<file path="config.mk">
export PLATFORM = sky130hd
export DESIGN_NAME = rotary_slop_filter_unit
export DESIGN_NICKNAME = d
export VERILOG_FILES = /design/src/rsf_pkg.sv /design/src/rsf_core.sv /design/src/rotary_slop_filter_unit.sv
export SDC_FILE = /design/constraint.sdc
export NUM_CORES = 1
export LEC_CHECK = 0
export ABC_AREA = 1
export BUFFER_PORTS_ARGS = -buffer_cell sky130_fd_sc_hd__buf_2
export CAP_MARGIN = 20
export CORE_MARGIN = 4
export CORE_UTILIZATION = 25
export DETAILED_ROUTE_END_ITERATION = 12
export PLACE_DENSITY = 0.5
export SETUP_SLACK_MARGIN = 0.3
export SYNTH_ARGS = -nofsm -noshare
export SYNTH_HDL_FRONTEND = slang
export SYNTH_SLANG_ARGS = --single-unit
</file>
<file path="constraint.sdc">
create_clock -name clk -period 18.3 [get_ports clk]
set_input_delay 1.83 -clock clk [delete_from_list [all_inputs] [get_ports clk]]
set_output_delay 1.83 -clock clk [all_outputs]
set_load 0.005 [all_outputs]
</file>
<file path="src/rsf_pkg.sv">
// Shared widths, codes and structures for the rotary slop filter.
// No dependencies; every other file in src imports this package.
`timescale 1ns / 1ps
`default_nettype none

package rsf_pkg;

  // Field widths
  localparam int TimeW   = 63;
  localparam int ValueW  = 24;
  localparam int SumW    = 25;
  localparam int ThreshW = 23;
  localparam int WindowW = 48;
  localparam int CfgDataW = WindowW;

  // Saturation limits of the running sum and the passed value
  localparam logic [SumW-1:0]   SumMax = {1'b0, {(SumW-1){1'b1}}};
  localparam logic [SumW-1:0]   SumMin = {1'b1, {(SumW-1){1'b0}}};
  localparam logic [ValueW-1:0] OutMax = {1'b0, {(ValueW-1){1'b1}}};
  localparam logic [ValueW-1:0] OutMin = {1'b1, {(ValueW-1){1'b0}}};

  // Register map of the configuration port
  typedef enum logic [0:0] {
    REG_SLOP_THRESHOLD = 1'b0,
    REG_SLOP_WINDOW    = 1'b1
  } cfg_reg_t;

  // Current configuration handed to the datapath
  typedef struct packed {
    logic [ThreshW-1:0] slop_threshold;
    logic [WindowW-1:0] slop_window_ns;
  } cfg_t;

  // One result word
  typedef struct packed {
    logic [ValueW-1:0] out_value;
    logic              slop_met;
  } result_t;

endpackage

`default_nettype wire

</file>
<file path="src/rsf_core.sv">
// Filter datapath and tracking state: gap check, sign check, accumulate,
// threshold compare and excess saturation in one pass. Depends on rsf_pkg.
`timescale 1ns / 1ps
`default_nettype none

module rsf_core
  import rsf_pkg::*;
(
  input  wire logic              clk,
  input  wire logic              rst,
  input  wire logic              fire,
  input  wire logic [TimeW-1:0]  item_time,
  input  wire logic [ValueW-1:0] item_value,
  input  wire cfg_t              cfg,
  output result_t                result
);

  // Tracking state
  logic [SumW-1:0]  running_sum;
  logic             threshold_reached;
  logic [TimeW-1:0] previous_time;

  logic [SumW-1:0]  running_sum_next;
  logic             threshold_reached_next;

  logic             bypass;
  logic [TimeW:0]   gap;
  logic             gap_reset;
  logic             sum_zero;
  logic             sign_reset;
  logic             reset_now;
  logic [SumW-1:0]  sum_base;
  logic             reached_base;
  logic [SumW:0]    sum_wide;
  logic [SumW-1:0]  sum_sat;
  logic [SumW-1:0]  mag;
  logic             reach;
  logic [SumW-1:0]  excess;
  logic [ValueW-1:0] pos_out;
  logic [ValueW-1:0] neg_out;
  logic             value_zero;

  // Decide whether tracking restarts for this word
  always_comb begin
    bypass     = (cfg.slop_window_ns == '0);
    gap        = {1'b0, item_time} - {1'b0, previous_time};
    gap_reset  = !gap[TimeW] &&
                 (gap[TimeW-1:0] >= {{(TimeW-WindowW){1'b0}}, cfg.slop_window_ns});
    value_zero = (item_value == '0);
    sum_zero   = (running_sum == '0);
    sign_reset = !value_zero && (sum_zero || (running_sum[SumW-1] != item_value[ValueW-1]));
    reset_now  = gap_reset || sign_reset;
    sum_base     = reset_now ? '0 : running_sum;
    reached_base = reset_now ? 1'b0 : threshold_reached;
  end

  // Accumulate, saturate and compare against the threshold
  always_comb begin
    sum_wide = {sum_base[SumW-1], sum_base} +
               {{(SumW+1-ValueW){item_value[ValueW-1]}}, item_value};
    if (sum_wide[SumW] != sum_wide[SumW-1]) begin
      sum_sat = sum_wide[SumW] ? SumMin : SumMax;
    end else begin
      sum_sat = sum_wide[SumW-1:0];
    end
    mag    = sum_sat[SumW-1] ? (~sum_sat + 1'b1) : sum_sat;
    reach  = (mag >= {{(SumW-ThreshW){1'b0}}, cfg.slop_threshold});
    excess = mag - {{(SumW-ThreshW){1'b0}}, cfg.slop_threshold};
    pos_out = (excess > {{(SumW-ValueW){1'b0}}, OutMax}) ? OutMax : excess[ValueW-1:0];
    neg_out = (excess > {{(SumW-ValueW){1'b0}}, OutMin}) ? OutMin
                                                         : (~excess[ValueW-1:0] + 1'b1);
  end

  // Select the result and the next state
  always_comb begin
    running_sum_next       = running_sum;
    threshold_reached_next = threshold_reached;
    result.out_value       = item_value;
    result.slop_met        = threshold_reached;
    if (!bypass) begin
      if (reached_base) begin
        running_sum_next       = sum_base;
        threshold_reached_next = 1'b1;
        result.out_value       = item_value;
      end else begin
        running_sum_next       = sum_sat;
        threshold_reached_next = reach;
        if (!reach || value_zero) begin
          result.out_value = '0;
        end else if (item_value[ValueW-1]) begin
          result.out_value = neg_out;
        end else begin
          result.out_value = pos_out;
        end
      end
      result.slop_met = threshold_reached_next;
    end
  end

  // Hold tracking state; advance it on each word outside bypass
  always_ff @(posedge clk) begin
    if (rst) begin
      running_sum       <= '0;
      threshold_reached <= 1'b0;
      previous_time     <= '0;
    end else if (fire && !bypass) begin
      running_sum       <= running_sum_next;
      threshold_reached <= threshold_reached_next;
      previous_time     <= item_time;
    end
  end

endmodule

`default_nettype wire

</file>
<file path="src/rotary_slop_filter_unit.sv">
// Top level of the rotary slop filter: configuration registers, input
// register, result register and the rsf_core datapath. Depends on rsf_pkg.
`timescale 1ns / 1ps
`default_nettype none

// Rotary slop filter. Each input word (event_time, in_value) gives exactly
// one result word (out_value, slop_met), in order. An accepted word sits in
// the input register, is filtered by rsf_core and lands in the result
// register once that register is free (empty or being taken), so its result
// shows on the output after passing the input register and the result
// register. The tracking state is updated by the combinational datapath
// between the two registers, so the block takes one word per cycle while
// the output is not stalled; ready drops only while both the input
// register and the result register are full and out_ready is low.
// Registers: index 0 is slop_threshold (23 bits, Q15.8), index 1 is
// slop_window_ns (48 bits); both reset to zero, and a window of zero passes
// words straight through. Write them only while no word is in flight;
// cfg_ready is always high.
module rotary_slop_filter_unit
  import rsf_pkg::*;
(
  input  wire logic                clk,
  input  wire logic                rst,
  // configuration write channel
  input  wire logic                cfg_valid,
  output logic                     cfg_ready,
  input  wire logic [0:0]          cfg_index,
  input  wire logic [CfgDataW-1:0] cfg_data,
  // input channel
  input  wire logic                in_valid,
  output logic                     in_ready,
  input  wire logic [TimeW-1:0]    event_time,
  input  wire logic signed [ValueW-1:0] in_value,
  // result channel
  output logic                     out_valid,
  input  wire logic                out_ready,
  output logic signed [ValueW-1:0] out_value,
  output logic                     slop_met
);

  cfg_t              cfg;
  logic              s1_valid;
  logic [TimeW-1:0]  s1_time;
  logic [ValueW-1:0] s1_value;
  logic              out_free;
  logic              advance;
  result_t           core_result;

  assign cfg_ready = 1'b1;
  assign out_free  = !out_valid || out_ready;
  assign advance   = s1_valid && out_free;
  assign in_ready  = !s1_valid || out_free;

  // Configuration registers
  always_ff @(posedge clk) begin
    if (rst) begin
      cfg <= '0;
    end else if (cfg_valid) begin
      case (cfg_reg_t'(cfg_index))
        REG_SLOP_THRESHOLD: cfg.slop_threshold <= cfg_data[ThreshW-1:0];
        REG_SLOP_WINDOW:    cfg.slop_window_ns <= cfg_data[WindowW-1:0];
        default:            cfg <= cfg;
      endcase
    end
  end

  // Input register: take a word whenever the stage is free or draining
  always_ff @(posedge clk) begin
    if (rst) begin
      s1_valid <= 1'b0;
    end else if (in_ready) begin
      s1_valid <= in_valid;
    end
  end

  always_ff @(posedge clk) begin
    if (in_valid && in_ready) begin
      s1_time  <= event_time;
      s1_value <= in_value;
    end
  end

  rsf_core u_core (
    .clk        (clk),
    .rst        (rst),
    .fire       (advance),
    .item_time  (s1_time),
    .item_value (s1_value),
    .cfg        (cfg),
    .result     (core_result)
  );

  // Result register: hold until taken
  always_ff @(posedge clk) begin
    if (rst) begin
      out_valid <= 1'b0;
    end else if (out_free) begin
      out_valid <= s1_valid;
    end
  end

  always_ff @(posedge clk) begin
    if (advance) begin
      out_value <= core_result.out_value;
      slop_met  <= core_result.slop_met;
    end
  end

endmodule

`default_nettype wire

</file>
==> out/metrics.yaml, run 1 <==
status: "completed"
die_w_um: 291.7
synthCells: 2840
first_iter_violations: 1363
slew_violations: 0
r2r_slack_ps: 4190
cp_max_fo: 25
cts_buffers: 36
area_growth_syn_to_layout_pct: 15.59
cp.arrival_ps: 14560
wl_per_cell_um: 17.54
final_cell_mix: "nand2_1, inv_1, a21oi_1, nor2_1, o21ai_0"
ys_seq_area_share_pct: 32.82
critPathLaunchType: "register"
vias_per_cell: 4.699
fin_nets: 3286
r2r_cells: 71
pre_cts_ws_ps: 4519
ys_seq_elements: 274
worst_skew_pair.late_latency_ps: 590
fp-row-count: 103
synth_warnings: 0
place_congestion: 0.9833
die_h_um: 291.7
num_vias: 19060
crit_path_start: "s1_time[0]"
netlist_area_sq_mm: 0.02013
cts-htree-levels: 2
required_ps: 18740
grt_max_degree: 125
power_density_mw_per_mm2: 120.8
r2r-end: "out_value[12]"
multi_input_area_sq_mm: 0.01161
grt_pass1_vias: 18470
path_class: "reg2reg"
drt-total-wl_um: 71150
netlist.area_leader.share_pct: 16.71
ctsHoldBuffers: 0
combPwrFrac_pct: 46.9
avgSynthCellArea_sq_um: 7.087
layout_commonest_cell: "nand2_1"
ys_top_cells_by_area: "edfxtp_1, dfxtp_1, ha_1"
internal-power_w: 0.001584
dr.pass1.iters: 5
dp_hpwl_um: 57180
p_switching_w: 0.001226
tightest_slew_ps: 1116
maxCapViolations: 0
grt_use_total_pct: 16.23
cts.repair.resized: 0
clkSlewWorstSetupHoldPaths_ps: 60
power.clock.fraction_pct: 27.1
dieArea_sq_mm: 0.08512
rsz0062_at_grt: "no"
antenna_found_initial: 5
synth_fp_nets: 3148
setup_viol: 0
n_fill_cell: 8949
portBuffers: 167
p_leak_nw: 9.998
cpMostUsedCell: "nand2_1"
cts.sinks: 274
cts-root-buf: "clkbuf_16"
post-route-period-util_pct: 77.12
grt_pass1_wl_um: 109100
timing.fmax_mhz: 70.86
cts.path.max_buffers: 3
tns_ps: 0
critPathCapture: "out_value[12]"
start_util_pct: 25.35
p_seq_share_pct: 26.0
finalHoldViolations: 0
fin_crit_ps: 14110
ant_nets: 0
synth_largest_area_cell: "edfxtp_1"
critPathSlowestCell: "nor4_1"
postLayoutCoreUtil_pct: 29.31
ir_drop_uv: 63.71
reg2reg_from: "s1_time[0]"
cts_tree: "built"
max_slew_margin_pct: 24.90
clock_skew_ps: 55.43
core_area_sq_mm: 0.07939
grt-ovfl-total: 0
worstHoldPathType: "reg2reg"
io_pins: 169
cp-end-kind: "register"
setup_slack_ps: 4187
slowest_delay_ps: 880
drive_above_1_share_pct: 10.15
ff_latch_area_sq_mm: 0.006606
ys_types: 54
cts_setup_buffers: 0
sw_frac_of_total_pct: 43.64
drc: 0
## cell usage after synthesis (all sizes together)
cell type	count
o21bai	19
nor4	22
buf	23
clkinv	3
o211ai	11
or3b	1
or4	1
edfxtp	112
xor2	66
xnor2	34
o41ai	1
and3	4
nand2	544
o2111ai	1
o221ai	2
nor3	30
conb	1
o31ai	1
a21o	14
a21boi	8
nor2	304
fa	3
clkbuf	54
nand3b	8
a31oi	10
o21a	8
nand3	158
inv	402
dfxtp	162
nand4	72
a21oi	332
o21ai	251
a211oi	6
or2	8
ha	164
## flip-flops by register name, summed over array words and instances, names as in the netlist
signal                    flops
u_core.running_sum           25
slop_met                      1
out_valid                     1
cfg                          71
s1_value                     24
s1_time                      63
u_core.previous_time         63
s1_valid                      1
out_value                    24
u_core.threshold_reached      1
## layout make-up
cell class,count,area share (%)
clock inverters,19,1.113
inverters,405,6.550
diodes,3,0.03227
flip-flops and latches,274,28.39
well taps,1050,5.647
repair buffers,177,3.969
multi-input cells,2084,49.92
clock buffers,45,4.372
## metrics by stage
step	hold slack (ps)	total power (W)	area, sq um	cells
after detailed placement	450.9	0.002045	21960	3989
final	456.5	0.002810	23270	4057
after global placement	444.9	0.002053	21960	3989
after CTS	459.9	0.002828	23240	4053
after floorplan	433.1	0.001700	20130	2840
after global routing	477.5	0.003033	23260	4056
## power groups by stage
stage	clock, W	sequential [W]	combinational [W]
after floorplan	0	0.000736	0.000964
after global placement	0	0.000744	0.00131
after detailed placement	0	0.000744	0.00130
after CTS	0.000788	0.000731	0.00131
after global routing	0.000814	0.000736	0.00148
final	0.000761	0.000731	0.00132
## worst max-delay path, delay by kind of cell, from the launching register on
kind	cells	cell delay [ps]
DFF	1	320
buffers and inverters	7	1030
adders and majority gates	8	2440
and+or+nand+nor	37	5870
AOI/OAI and AO/OA	15	3350
xor gates and xnor gates	4	900
## worst min-delay path by stage
stage                                        start                  endpoint  cells after the start
after global routing      u_core.previous_time[15]  u_core.previous_time[15]                      2
after global placement    u_core.previous_time[34]  u_core.previous_time[34]                      2
after CTS                 u_core.previous_time[36]  u_core.previous_time[36]                      2
final                     u_core.previous_time[36]  u_core.previous_time[36]                      2
after floorplan           u_core.previous_time[10]  u_core.previous_time[10]                      2
after detailed placement  u_core.previous_time[47]  u_core.previous_time[47]                      2
## routing by layer
| metal | global-route usage (%) | wire, um | vias up |
|---|---|---|---|
| met5 | 0 | 28 | - |
| met4 | 4.062 | 1612 | 4 |
| met3 | 2.228 | 3544 | 92 |
| met2 | 26.81 | 32390 | 501 |
| met1 | 22.41 | 33570 | 8679 |
| li1 | - | - | 9787 |
## cells by family (layout without fill, tap and decap cells)
group           after synthesis  in the layout  share of synthesized area (%)
compound gates              664            664                          17.60
xor+xnor                    100            100                          4.351
fa+ha+maj                   167            167                          10.49
buf+inv                     482            646                          9.561
flops                       274            274                          32.82
other cells                   1              4                        0.01863
simple gates               1152           1152                          25.15
No activity file was read; power rests on OpenSTA's default activity.
==> run 2: changes to the inputs <==
==> constraint.sdc (replaced) <==
create_clock -name clk -period 13.99 [get_ports clk]
set_input_delay 1.399 -clock clk [delete_from_list [all_inputs] [get_ports clk]]
set_output_delay 1.399 -clock clk [all_outputs]
set_load 0.005 [all_outputs]
==> out/metrics.yaml, run 2 (synthesized netlist as in run 1, its figures left out) <==
status: "completed"
cp_max_fo: 26  # +4.0%
drc: 0  # unchanged
io_pins: 169  # unchanged
path_buf_inv: 7  # unchanged
cts.repair.resized: 0  # unchanged
max_slew_margin_pct: 34.33  # +9.4 points
clock_skew_ps: 43.06  # -12.37 ps
cts_tree: "built"
maxCapViolations: 0  # unchanged
portBuffers: 167  # unchanged
clkSlewWorstSetupHoldPaths_ps: 60  # about the same
cp.arrival_ps: 12540  # -2020 ps
required_ps: 14300  # -4440 ps
first_iter_violations: 1286  # -5.6%
grt_use_total_pct: 16.22  # about the same
start_util_pct: 25.35  # unchanged
cpMostUsedCell: "nand2_1"
die_w_um: 291.7  # unchanged
fin_crit_ps: 12230  # -1885 ps
cts-htree-levels: 2  # unchanged
place_congestion: 0.9960  # +1.3%
drt-total-wl_um: 70970  # -0.25%
tns_ps: 0  # unchanged
rsz0062_at_grt: "no"
critPathSlowestCell: "xnor2_1"
cts-root-buf: "clkbuf_16"
n_fill_cell: 8975  # +0.29%
worst_skew_pair.late_latency_ps: 590  # about the same
grt_pass1_vias: 18490  # +0.092%
layout_commonest_cell: "nand2_1"
r2r_slack_ps: 1760  # -2430 ps
slew_violations: 0  # unchanged
timing.fmax_mhz: 81.78  # +15%
core_area_sq_mm: 0.07939  # unchanged
critPathLaunchType: "register"
power_density_mw_per_mm2: 156.2  # +29%
ant_nets: 0  # unchanged
multi_input_area_sq_mm: 0.01166  # +0.42%
p_leak_nw: 9.977  # -0.20%
fin_nets: 3291  # +0.15%
dr.pass1.iters: 5  # unchanged
cts.sinks: 274  # unchanged
largest-register: "cfg"
slowest_delay_ps: 580  # -300 ps
largestRegisters: "cfg (71), s1_time (63), u_core.previous_time (63)"
ir_drop_uv: 73.71  # +16%
dieArea_sq_mm: 0.08512  # unchanged
cts.path.max_buffers: 3  # unchanged
area_growth_syn_to_layout_pct: 15.41
cp-end-kind: "register"
finalHoldViolations: 0  # unchanged
post-route-period-util_pct: 87.41  # +10 points
dp_hpwl_um: 57590  # +0.72%
crit_family: "simple AND/OR/NAND/NOR gates"
worstHoldPathType: "reg2reg"
grt_max_degree: 126  # +0.80%
largest_reg_flops: 71  # unchanged
antenna_found_initial: 4  # -1
ctsHoldBuffers: 0  # unchanged
cts_buffers: 36  # unchanged
grt_pass1_wl_um: 108800  # -0.29%
vias_per_cell: 4.696  # about the same
path_class: "reg2reg"
final_cell_mix: "nand2_1, inv_1, a21oi_1, nor2_1, o21ai_0"
stdcell_area_sq_mm: 0.02323  # -0.16%
drive_above_1_share_pct: 10.38  # +0.22 points
fp-row-count: 103  # unchanged
setup_viol: 0  # unchanged
cts_setup_buffers: 0  # unchanged
num_vias: 19060  # -0.037%
die_h_um: 291.7  # unchanged
ff_latch_area_sq_mm: 0.006606  # unchanged
wl_per_cell_um: 17.49  # -0.28%
place_area_sq_mm: 0.02199  # +0.14%
grt-ovfl-total: 0  # unchanged
tightest_slew_ps: 985.0  # -131.2 ps
==> run 2: changes by cell type in the layout (fill, tap and decap cells not counted), sizes merged <==
cell,change
buf,+4
inv,+4
clkbuf,-3
clkinv,-3
bufinv,-2
clkinvlp,+2
diode,-2
nor2,+1
==> run 2: per-layer routing <==
metal / up-vias / wire length, um / track usage (%)
li1: 9792 / - / -
met1: 8677 / 33420 / 22.20
met2: 487 / 32500 / 26.97
met3: 98 / 3342 / 2.236
met4: 2 / 1692 / 4.157
met5: - / 13 / 0
==> run 2: metrics by stage <==
step / std cells / utilization [%] / power [W] / hold slack (ps) / setup WS (ps)
2_1_floorplan: 2840 / - / 0.002224 / 433.1 / 3685
3_3_place_gp: 3993 / 27.70 / 0.002698 / 444.1 / 820.0
3_5_place_dp: 3993 / 27.70 / 0.002688 / 451.0 / 797.9
4_1_cts: 4055 / 29.16 / 0.003643 / 460.2 / 720.7
5_1_grt: 4058 / 29.26 / 0.003919 / 470.3 / 473.0
6_report: 4058 / 29.26 / 0.003628 / 456.0 / 1762
==> run 2: path summary, 6_finish.rpt <==
kind / from / to / depth (start not counted)
worst min-delay path: u_core.previous_time[17] / u_core.previous_time[17] / 2
worst max-delay path: s1_time[0] / out_value[23] / 70
worst min register to register: u_core.previous_time[17] / u_core.previous_time[17] / 2
worst max register to register: s1_time[0] / out_value[23] / 70
==> run 2: final cells by class <==
class                           count  share of cell area, %
Tap cell                         1050                  5.655
Antenna cell                        1                0.01077
Inverter                          405                  6.560
Multi-Input combinational cell   2085                  50.21
Sequential cell                   274                  28.44
Clock buffer                       42                  4.018
Timing Repair Buffer              181                  4.137
Clock inverter                     20                 0.9695
==> run 2: tightest hold or removal path: cells and delay by family, from the launching register on <==
kind	cells	cell delay, ps
DFF	1	290
AOI/OAI and AO/OA	1	50
buffers and inverters	1	60
==> run 2: report_power, final <==
part	total (W)	switching [W]	internal (W)	leakage [nW]
registers	0.000957	0.0000335	0.000924	2.42
logic	0.00174	0.00118	0.000562	6.99
clock network	0.000928	0.000403	0.000525	0.561
total	0.00363	0.00162	0.00201	9.98
